### config.mk
export PLATFORM = sky130hd
export DESIGN_NAME = servo_write_packet_framer_core
export DESIGN_NICKNAME = d
export VERILOG_FILES = /design/src/rtl/swpf_pkg.sv /design/src/rtl/swpf_builder.sv /design/src/rtl/servo_write_packet_framer_core.sv
export SDC_FILE = /design/constraint.sdc
export NUM_CORES = 1
export LEC_CHECK = 0
export BUFFER_PORTS_ARGS = -buffer_cell sky130_fd_sc_hd__buf_2
export CORE_ASPECT_RATIO = 1.4
export CORE_MARGIN = 1
export CORE_UTILIZATION = 48
export DETAILED_ROUTE_END_ITERATION = 8
export GPL_TIMING_DRIVEN = 0
export PLACE_DENSITY = 0.75
export RECOVER_POWER = 25
export SETUP_SLACK_MARGIN = 0.4
export SLEW_MARGIN = 20
export SYNTH_ARGS = -nofsm -noshare
export SYNTH_HDL_FRONTEND = slang
export SYNTH_HIERARCHICAL = 1
export SYNTH_SLANG_ARGS = --single-unit
export TNS_END_PERCENT = 30
### constraint.sdc
create_clock -name clk -period 10.4 [get_ports clk]
set_input_delay 1.04 -clock clk [delete_from_list [all_inputs] [get_ports clk]]
set_output_delay 1.04 -clock clk [all_outputs]
set_load 0.02 [all_outputs]
### src/rtl/swpf_pkg.sv
// Package for the servo write packet framer.
// Holds command, result and packet types, kind and register codes, and constants.
// Used by swpf_builder and servo_write_packet_framer_core.
package swpf_pkg;

  localparam logic [2:0] KIND_POSITION = 3'd0;
  localparam logic [2:0] KIND_SPEED    = 3'd1;
  localparam logic [2:0] KIND_TORQUE   = 3'd2;
  localparam logic [2:0] KIND_WORD     = 3'd3;
  localparam logic [2:0] KIND_BYTE     = 3'd4;
  localparam logic [2:0] KIND_RESET    = 3'd5;

  localparam logic REG_POS_MIN = 1'b0;
  localparam logic REG_POS_MAX = 1'b1;

  localparam int          POS_W         = 10;
  localparam logic [9:0]  POS_MIN_RESET = 10'd161;
  localparam logic [9:0]  POS_MAX_RESET = 10'd871;
  localparam logic [15:0] LIMIT_MAX     = 16'd1023;

  localparam logic [7:0] HDR_BYTE      = 8'hff;
  localparam logic [7:0] INSTR_WRITE   = 8'h03;
  localparam logic [7:0] INSTR_RESET   = 8'h06;
  localparam logic [7:0] LEN_WORD      = 8'h05;
  localparam logic [7:0] LEN_BYTE      = 8'h04;
  localparam logic [7:0] LEN_RESET     = 8'h02;
  localparam logic [7:0] ADDR_POSITION = 8'h1e;
  localparam logic [7:0] ADDR_SPEED    = 8'h20;
  localparam logic [7:0] ADDR_TORQUE   = 8'h22;

  localparam int PKT_BYTES = 9;
  localparam logic [3:0] PKT_LEN_WORD  = 4'd9;
  localparam logic [3:0] PKT_LEN_BYTE  = 4'd8;
  localparam logic [3:0] PKT_LEN_RESET = 4'd6;

  typedef struct packed {
    logic [2:0]  kind;
    logic [7:0]  servo_id;
    logic [7:0]  reg_addr;
    logic [15:0] value;
  } cmd_t;

  typedef struct packed {
    logic [7:0] tx_byte;
    logic       last_byte;
  } result_t;

  typedef struct packed {
    logic                      valid;
    logic [3:0]                len;
    logic [PKT_BYTES-1:0][7:0] bytes;
  } pkt_t;

endpackage

### src/rtl/swpf_builder.sv
// Packet builder: turns one command into the bytes of one instruction packet.
// Clamps the data value and picks the address for position, speed and torque
// commands, and computes the checksum. Depends on swpf_pkg.
module swpf_builder import swpf_pkg::*; (
  input  cmd_t             cmd,
  input  logic [POS_W-1:0] position_min,
  input  logic [POS_W-1:0] position_max,
  output pkt_t             pkt
);

  logic [15:0] val;
  logic [15:0] pmin;
  logic [15:0] pmax;
  logic [7:0]  sum;

  assign pmin = {{(16-POS_W){1'b0}}, position_min};
  assign pmax = {{(16-POS_W){1'b0}}, position_max};

  always_comb begin
    pkt = '0;
    pkt.valid = 1'b1;
    pkt.len = PKT_LEN_WORD;
    pkt.bytes[0] = HDR_BYTE;
    pkt.bytes[1] = HDR_BYTE;
    pkt.bytes[2] = cmd.servo_id;
    pkt.bytes[3] = LEN_WORD;
    pkt.bytes[4] = INSTR_WRITE;
    pkt.bytes[5] = cmd.reg_addr;
    val = cmd.value;
    unique case (cmd.kind) inside
      KIND_POSITION: begin
        if (cmd.value < pmin) begin
          val = pmin;
        end else if (cmd.value > pmax) begin
          val = pmax;
        end
        pkt.bytes[5] = ADDR_POSITION;
      end
      KIND_SPEED, KIND_TORQUE: begin
        if (cmd.value == '0 || cmd.value > LIMIT_MAX) begin
          val = LIMIT_MAX;
        end
        pkt.bytes[5] = (cmd.kind == KIND_SPEED) ? ADDR_SPEED : ADDR_TORQUE;
      end
      KIND_WORD: begin
      end
      KIND_BYTE: begin
        pkt.len = PKT_LEN_BYTE;
        pkt.bytes[3] = LEN_BYTE;
      end
      KIND_RESET: begin
        pkt.len = PKT_LEN_RESET;
        pkt.bytes[2] = 8'h00;
        pkt.bytes[3] = LEN_RESET;
        pkt.bytes[4] = INSTR_RESET;
        pkt.bytes[5] = 8'h00;
      end
      default: begin
        pkt.valid = 1'b0;
      end
    endcase
    if (cmd.kind != KIND_RESET) begin
      pkt.bytes[6] = val[7:0];
    end
    if (cmd.kind != KIND_RESET && cmd.kind != KIND_BYTE) begin
      pkt.bytes[7] = val[15:8];
    end
    sum = pkt.bytes[2] + pkt.bytes[3] + pkt.bytes[4] + pkt.bytes[5]
        + pkt.bytes[6] + pkt.bytes[7];
    pkt.bytes[pkt.len - 4'd1] = ~sum;
  end

endmodule

### src/rtl/servo_write_packet_framer_core.sv
// Servo write packet framer, top level.
// Holds the limit registers, the command register and the byte serializer.
// Depends on swpf_pkg and swpf_builder.
//
// Usage:
//   Command channel: a command is taken at a rising edge with start high and
//   busy low. busy is high while the command register holds an item that the
//   serializer has not yet taken.
//   Result channel: one packet byte per cycle on result, marked by strobe.
//   Each packet is sent twice; last_byte marks the final byte of the second
//   copy. The receiver cannot stall; every strobed byte is taken.
//   Config port: cfg_we, cfg_index (0 position_min, 1 position_max) and
//   cfg_data. The user must write it only while the block is idle; the
//   block itself does not enforce this.
// Throughput: set by the one-byte-per-cycle serializer; packets are 9 bytes
//   for positions, speeds, torques and word writes, 8 for byte writes and 6
//   for resets. The next command waits in the command register so the byte
//   stream runs without gaps. Kinds 6 and 7 are taken and dropped.
// Reset: clears all control state and loads the limits 161 and 871.
module servo_write_packet_framer_core import swpf_pkg::*; (
  input  logic             clk,
  input  logic             rst,
  input  logic             start,
  output logic             busy,
  input  cmd_t             cmd,
  input  logic             cfg_we,
  input  logic             cfg_index,
  input  logic [POS_W-1:0] cfg_data,
  output logic             strobe,
  output result_t          result
);

  logic [POS_W-1:0] position_min;
  logic [POS_W-1:0] position_max;
  logic             in_valid;
  cmd_t             in_cmd;
  pkt_t             pkt_next;
  logic             active;
  logic             copy;
  logic [3:0]       idx;
  logic [3:0]       len;
  logic [PKT_BYTES-1:0][7:0] bytes;
  logic             at_end;
  logic             ser_free;
  logic             load;

  assign busy     = in_valid;
  assign at_end   = (idx == len - 4'd1);
  assign ser_free = !active || (at_end && copy);
  assign load     = in_valid && ser_free;

  always_ff @(posedge clk) begin
    if (rst) begin
      position_min <= POS_MIN_RESET;
      position_max <= POS_MAX_RESET;
    end else if (cfg_we) begin
      unique case (cfg_index)
        REG_POS_MIN: position_min <= cfg_data;
        REG_POS_MAX: position_max <= cfg_data;
        default: begin
        end
      endcase
    end
  end

  always_ff @(posedge clk) begin
    if (rst) begin
      in_valid <= 1'b0;
    end else if (start && !in_valid) begin
      in_valid <= 1'b1;
    end else if (load) begin
      in_valid <= 1'b0;
    end
  end

  always_ff @(posedge clk) begin
    if (start && !in_valid) begin
      in_cmd <= cmd;
    end
  end

  swpf_builder u_builder (
    .cmd          (in_cmd),
    .position_min (position_min),
    .position_max (position_max),
    .pkt          (pkt_next)
  );

  always_ff @(posedge clk) begin
    if (rst) begin
      active <= 1'b0;
      copy   <= 1'b0;
      idx    <= '0;
    end else if (load) begin
      active <= pkt_next.valid;
      copy   <= 1'b0;
      idx    <= '0;
    end else if (active) begin
      if (at_end) begin
        idx <= '0;
        if (copy) begin
          active <= 1'b0;
        end else begin
          copy <= 1'b1;
        end
      end else begin
        idx <= idx + 4'd1;
      end
    end
  end

  always_ff @(posedge clk) begin
    if (load) begin
      bytes <= pkt_next.bytes;
      len   <= pkt_next.len;
    end
  end

  always_ff @(posedge clk) begin
    if (rst) begin
      strobe <= 1'b0;
    end else begin
      strobe <= active;
    end
  end

  always_ff @(posedge clk) begin
    result.tx_byte   <= bytes[idx];
    result.last_byte <= copy && at_end;
  end

endmodule
# Word level (Yosys, flattened, before mapping)
# Cells that the tools add are included.
[word_totals] ff_bits=148 input_bits=50 output_inout_bits=11 wordCells=90
[op_classes] addsub=8 n_lt_le_gt_ge=6 eq_ne=8 n_mux=25 n_bitwise=2 n_reduce_logical=18
[ops] cell="bitwise mux 72 bit" n=1
[ops] cell="2-to-1 mux 16 bit" n=3
[ops] cell="2-to-1 mux 8 bit" n=5
[ops] cell="binary-select mux 8 bit (select 4 bit)" n=1
[ops] cell="demux 8 bit (select 4 bit)" n=1
[ops] cell="one-hot mux 16 bit (2 select lines)" n=1
[ops] cell="adder 8 bit" n=3
[ops] cell="one-hot mux 8 bit (3 select lines)" n=1
[ops] cell="adder 8 x 3 -> 8 bit" n=2
[ops] cell="> comparator 16 x 10 -> 1 bit" n=1
[ops] cell="> comparator 16 x 10 -> 1 bit, second input constant" n=1
[ops] cell="logical NOT 16 bit" n=1
[ops] cell="< comparator 16 x 10 -> 1 bit" n=1
[ops] cell="< comparator 4 x 5 -> 1 bit, second input constant" n=2
[ops] cell="NOT 8 bit" n=1
[ops] cell="one-hot mux 4 bit (2 select lines)" n=1
[ops] cell="subtractor 4 x 1 -> 4 bit, second input constant" n=2
[ops] cell="2-to-1 mux 1 bit" n=7
[ops] cell="== test 3 x 2 -> 1 bit, second input constant" n=2
[ops] cell="== test 3 bit, second input constant" n=2
[ops] cell="inequality test 3 bit, second input constant" n=2
[ops] cell="one-hot mux 3 bit (2 select lines)" n=1
[ops] cell="AND reduction 2 bit" n=3
[ops] cell="OR reduction 6 bit" n=1
[ops] cell="14 further kinds" n=21

# Logic depth before layout (Yosys ltp)
[depth] ltp_word=9 mapped_depth=24 ltp_nobuf=22

# By module
# The synthesis kept the hierarchy.
[modules_own_cells] module="servo_write_packet_framer_core" n_inst=1 cells_per_inst=340 area_each_um2=5346.4 seq_area_each_um2=4073.9
[modules_own_cells] module="swpf_builder" n_inst=1 cells_per_inst=355 area_each_um2=2453.6 seq_area_each_um2=0.0

# Least setup slack after synthesis
# No wires, ideal clock.
[synth_path] path_kind="reg-to-reg" from="register in_cmd[3] in the netlist's numbering" to="register bytes[63] in the netlist's numbering, data pin" setup_time_ns=0.259 t_arrival_ns=5.212 required_ns=10.141 path_slack_ns=4.929 stages_incl_launch_ff=23 n_path_buf=1 period_less_slack_ns=5.471 path_cell_list="edfxtp_1 ha_1 and4b_1 a211oi_1 o2111a_1 buf_2 o21ai_0 a31oi_1 o221ai_1 fa_1 inv_1 fa_1 inv_1 fa_1 inv_1 ha_1 a21o_1 a21oi_1 o21ai_0 xnor2_1 xnor2_1 and4_1 a211o_1"
[synth_lines] item="start, declared" line_no="servo_write_packet_framer_core.sv:36" rtl="cmd_t in_cmd;"
[synth_lines] item="start signal, assigned" line_no="servo_write_packet_framer_core.sv:78" rtl="in_cmd <= cmd;"
[synth_lines] item="end signal, assigned" line_no="servo_write_packet_framer_core.sv:114" rtl="bytes <= pkt_next.bytes;"
[synth_lines] item="end, declared" line_no="servo_write_packet_framer_core.sv:42" rtl="logic [PKT_BYTES-1:0][7:0] bytes;"

==> results.txt <==
Outcome - finished, final reports clean
Mapped Cells - 695
Crit path kind - reg2reg
WL final - 17,700 um
Skew-Pair Late Insertion Delay - 410 ps
Hold-fix buffers, CTS - 0
Total power - 0.00186 W
Clock skew - 8.96 ps
Clk sinks - 148
Setup violations, final - 0
Synth Register Bits - 148
Slew Limit Fails - 0
DP Wirelength - 12,900 um
Die height - 153 um
Multi-input combinational cell area - 3350 um^2
TritonCTS clock tree - yes
Register area share after synthesis - 0.522
Post-cts gate resize count - 0
Slowest CP cell - ha_1
Crit path top cell by count - clkbuf_1
WHS Path Cells - 2
Nature of the critical path startpoint - flip-flop
Worst Max-Slew Pin Slew - 1450 ps
Setup TNS - 0 ps
Clk pin slew, worst setup/hold paths - 60 ps
Final hold viol count - 0
Non-Filler Instances - 984
Proportion of layout cells with a drive suffix above 1 - 0.152
CP max stage delay - 570 ps
Crit-path cells - clkbuf_1 > nand3b_1 > clkbuf_1 > clkbuf_1 > ha_1 > clkbuf_1 > nor3b_1 > fa_1 > fa_1 > fa_1 > ha_1 > a21o_1 > a21oi_1 > o21ai_0 > xnor2_1 > xnor2_1 > nand3_1 > a31oi_1
# rows - 54
Pwr per Cell Area - 208 nW/um^2
Port buffer count - 59
Storage element area - 4070 um^2
EDFF count, synth - 111
Vias in the first global route - 5,617
Drc violations - 0
Global-route wire length before repair - 28,700 um
Syn. warnings - 6
Antenna fix cells - 0
Post-synth cell types - 65
Most area-hungry cell type in the Yosys netlist - edfxtp_1
Post-Syn Nets - 798
Ys async rst share - 0
Period utilization - 0.652
Detail Route Antenna Nets - 0
RePlAce Congestion - 0.928
Initial Utilization - 0.495
Syn Std Cell Area - 7800 um^2
Top cell type's share of synthesized area - 0.427
Post-synth top flop - edfxtp_1
Top cells by area, synth - edfxtp_1, dfxtp_1, ha_1, fa_1, mux2i_1
Layout fillers - 1,298
Initial DRT Pass Iterations - 5
Worst Path Buf+Inv - 4
Core ar. - 15,700 um^2
Critical path required time - 10,640 ps
Vias/cell - 5.65
# IOs - 61
Clock root cell - clkbuf_16
DRT iter0 DRCs - 402
Critical Path AT - 7020 ps
Routed len/inst - 18.0 um
DIE WIDTH - 110 um
Clk buf depth - 2
Syn avg cell area - 11.2 um^2
Slew margin rel. - 0.0307
Crit Path Max Fanout - 13
GRT Total Usage - 0.229
# placed instances - 952
Worst hold path type - reg2reg
Initial antenna violation count - 0
Minimum clock period - 6780 ps
Final #Nets - 878
Max H-tree Level - 4
Post-CTS setup buffer count - 0
TritonCTS Buffers - 17
Die area - 16,800 um^2
Vias - 5,562
Unrepaired setup endpoints after global routing - no
Max-cap viol count - 0
Largest net degree at the start of global routing - 51
Worst path top cell family by delay - adder cells
Remaining Overflow, GRT - 0
Worst setup EP type - flip-flop
Maximum vdd ir drop - 142 uV
Pleak - 3.55 nW
Max Fclk - 0.147 GHz
WP depth - 18
Reg2Reg Depth - 18
Layout area overhead - 14.8%
FF-to-FF setup slack - 3620 ps
[stage by stage]
step / utilization / setup slack (ps) / hold slack [ps] / cell area (um^2)
floorplan: - / 4930 / 418 / 7800
global route: 0.569 / 3210 / 459 / 8950
CTS: 0.571 / 3990 / 447 / 8990
global placement: 0.530 / 4180 / 425 / 8340
detailed placement: 0.533 / 4090 / 431 / 8400
finish: 0.569 / 3620 / 445 / 8950
[power by group]
part	leakage, nW	switching (W)	internal, W
Sequential	1.35	0.0000224	0.000714
Combinational	1.91	0.000321	0.000187
Clock	0.280	0.000239	0.000379
[flip-flops by register name, indices dropped and copies added (netlist names)]
register	cells
position_max	10
len	4
bytes	72
in_cmd	35
position_min	10
strobe	1
idx	4
busy	1
copy	1
active	1
result	9
[cells by family after synthesis]
kind of cell / Yosys count / synth area share
buffers and inverters: 87 / 0.0489
multiplexers: 36 / 0.0472
AO/OA/AOI/OAI: 142 / 0.125
flip-flops: 148 / 0.522
XOR/XNOR: 16 / 0.0215
AND/OR/NAND/NOR: 213 / 0.132
adder cells (fa/ha/maj): 53 / 0.102
[cell usage in the layout, fill, tap and decap left out, types with 5 or more instances in the layout]
master,n
a211o_1,11
mux2i_1,33
buf_2,66
ha_1,35
nand3_1,23
a31oi_1,11
a21oi_1,32
nor2_1,38
a22oi_1,16
buf_4,6
and2_1,16
inv_1,50
xnor2_1,9
nor3_1,8
o21ai_0,28
nor2b_1,10
dfxtp_1,37
fa_1,18
clkbuf_16,17
and3_1,8
clkbuf_1,25
o221a_2,5
o21bai_1,5
nand2_1,83
nand3b_1,5
xor2_1,5
a21o_1,8
edfxtp_1,111
[worst reg2reg max path, cell delays in order, from the launching register on]
cell	delay [ps]
edfxtp_1	340
clkbuf_1	390
nand3b_1	200
clkbuf_1	490
clkbuf_1	550
ha_1	570
clkbuf_1	450
nor3b_1	300
fa_1	480
fa_1	440
fa_1	480
ha_1	290
a21o_1	170
a21oi_1	240
o21ai_0	170
xnor2_1	170
xnor2_1	320
nand3_1	300
a31oi_1	280
[cell usage after synthesis (9+ instances only)]
cell type,count
and2_1,16
xnor2_1,9
a31oi_1,11
nor2b_1,10
inv_1,50
clkbuf_1,18
a21oi_1,32
o21ai_0,28
a211o_1,11
nand2_1,83
nor2_1,38
edfxtp_1,111
ha_1,35
nand3_1,22
fa_1,18
mux2i_1,33
a22oi_1,16
dfxtp_1,37
[cell type report]
type	instances	area share
tap	196	0.0274
clock inverter	11	0.0171
buffer	36	0.0203
clock buffer	21	0.0492
inverter	51	0.0214
sequential	148	0.455
timing repair buffer	61	0.0356
multi-input combinational	460	0.374
[final timing paths]
path | to | startpoint
setup / recovery | bytes[47]$_DFFE_PP_ | in_cmd[33]$_DFFE_PP_
hold / removal | result[4]$_DFF_P_ | bytes[67]$_DFFE_PP_
setup reg to reg | bytes[47]$_DFFE_PP_ | in_cmd[33]$_DFFE_PP_
hold reg to reg | result[4]$_DFF_P_ | bytes[67]$_DFFE_PP_
[metal layers]
layer | vias to the layer above | routed length [um] | GRT usage
met3 | 51 | 795 | 0.0392
met2 | 207 | 9370 | 0.400
met4 | 0 | 763 | 0.129
met5 | - | 0 | 0
met1 | 2637 | 6780 | 0.259
li1 | 2667 | - | -
(Power assumes the default switching activity.)
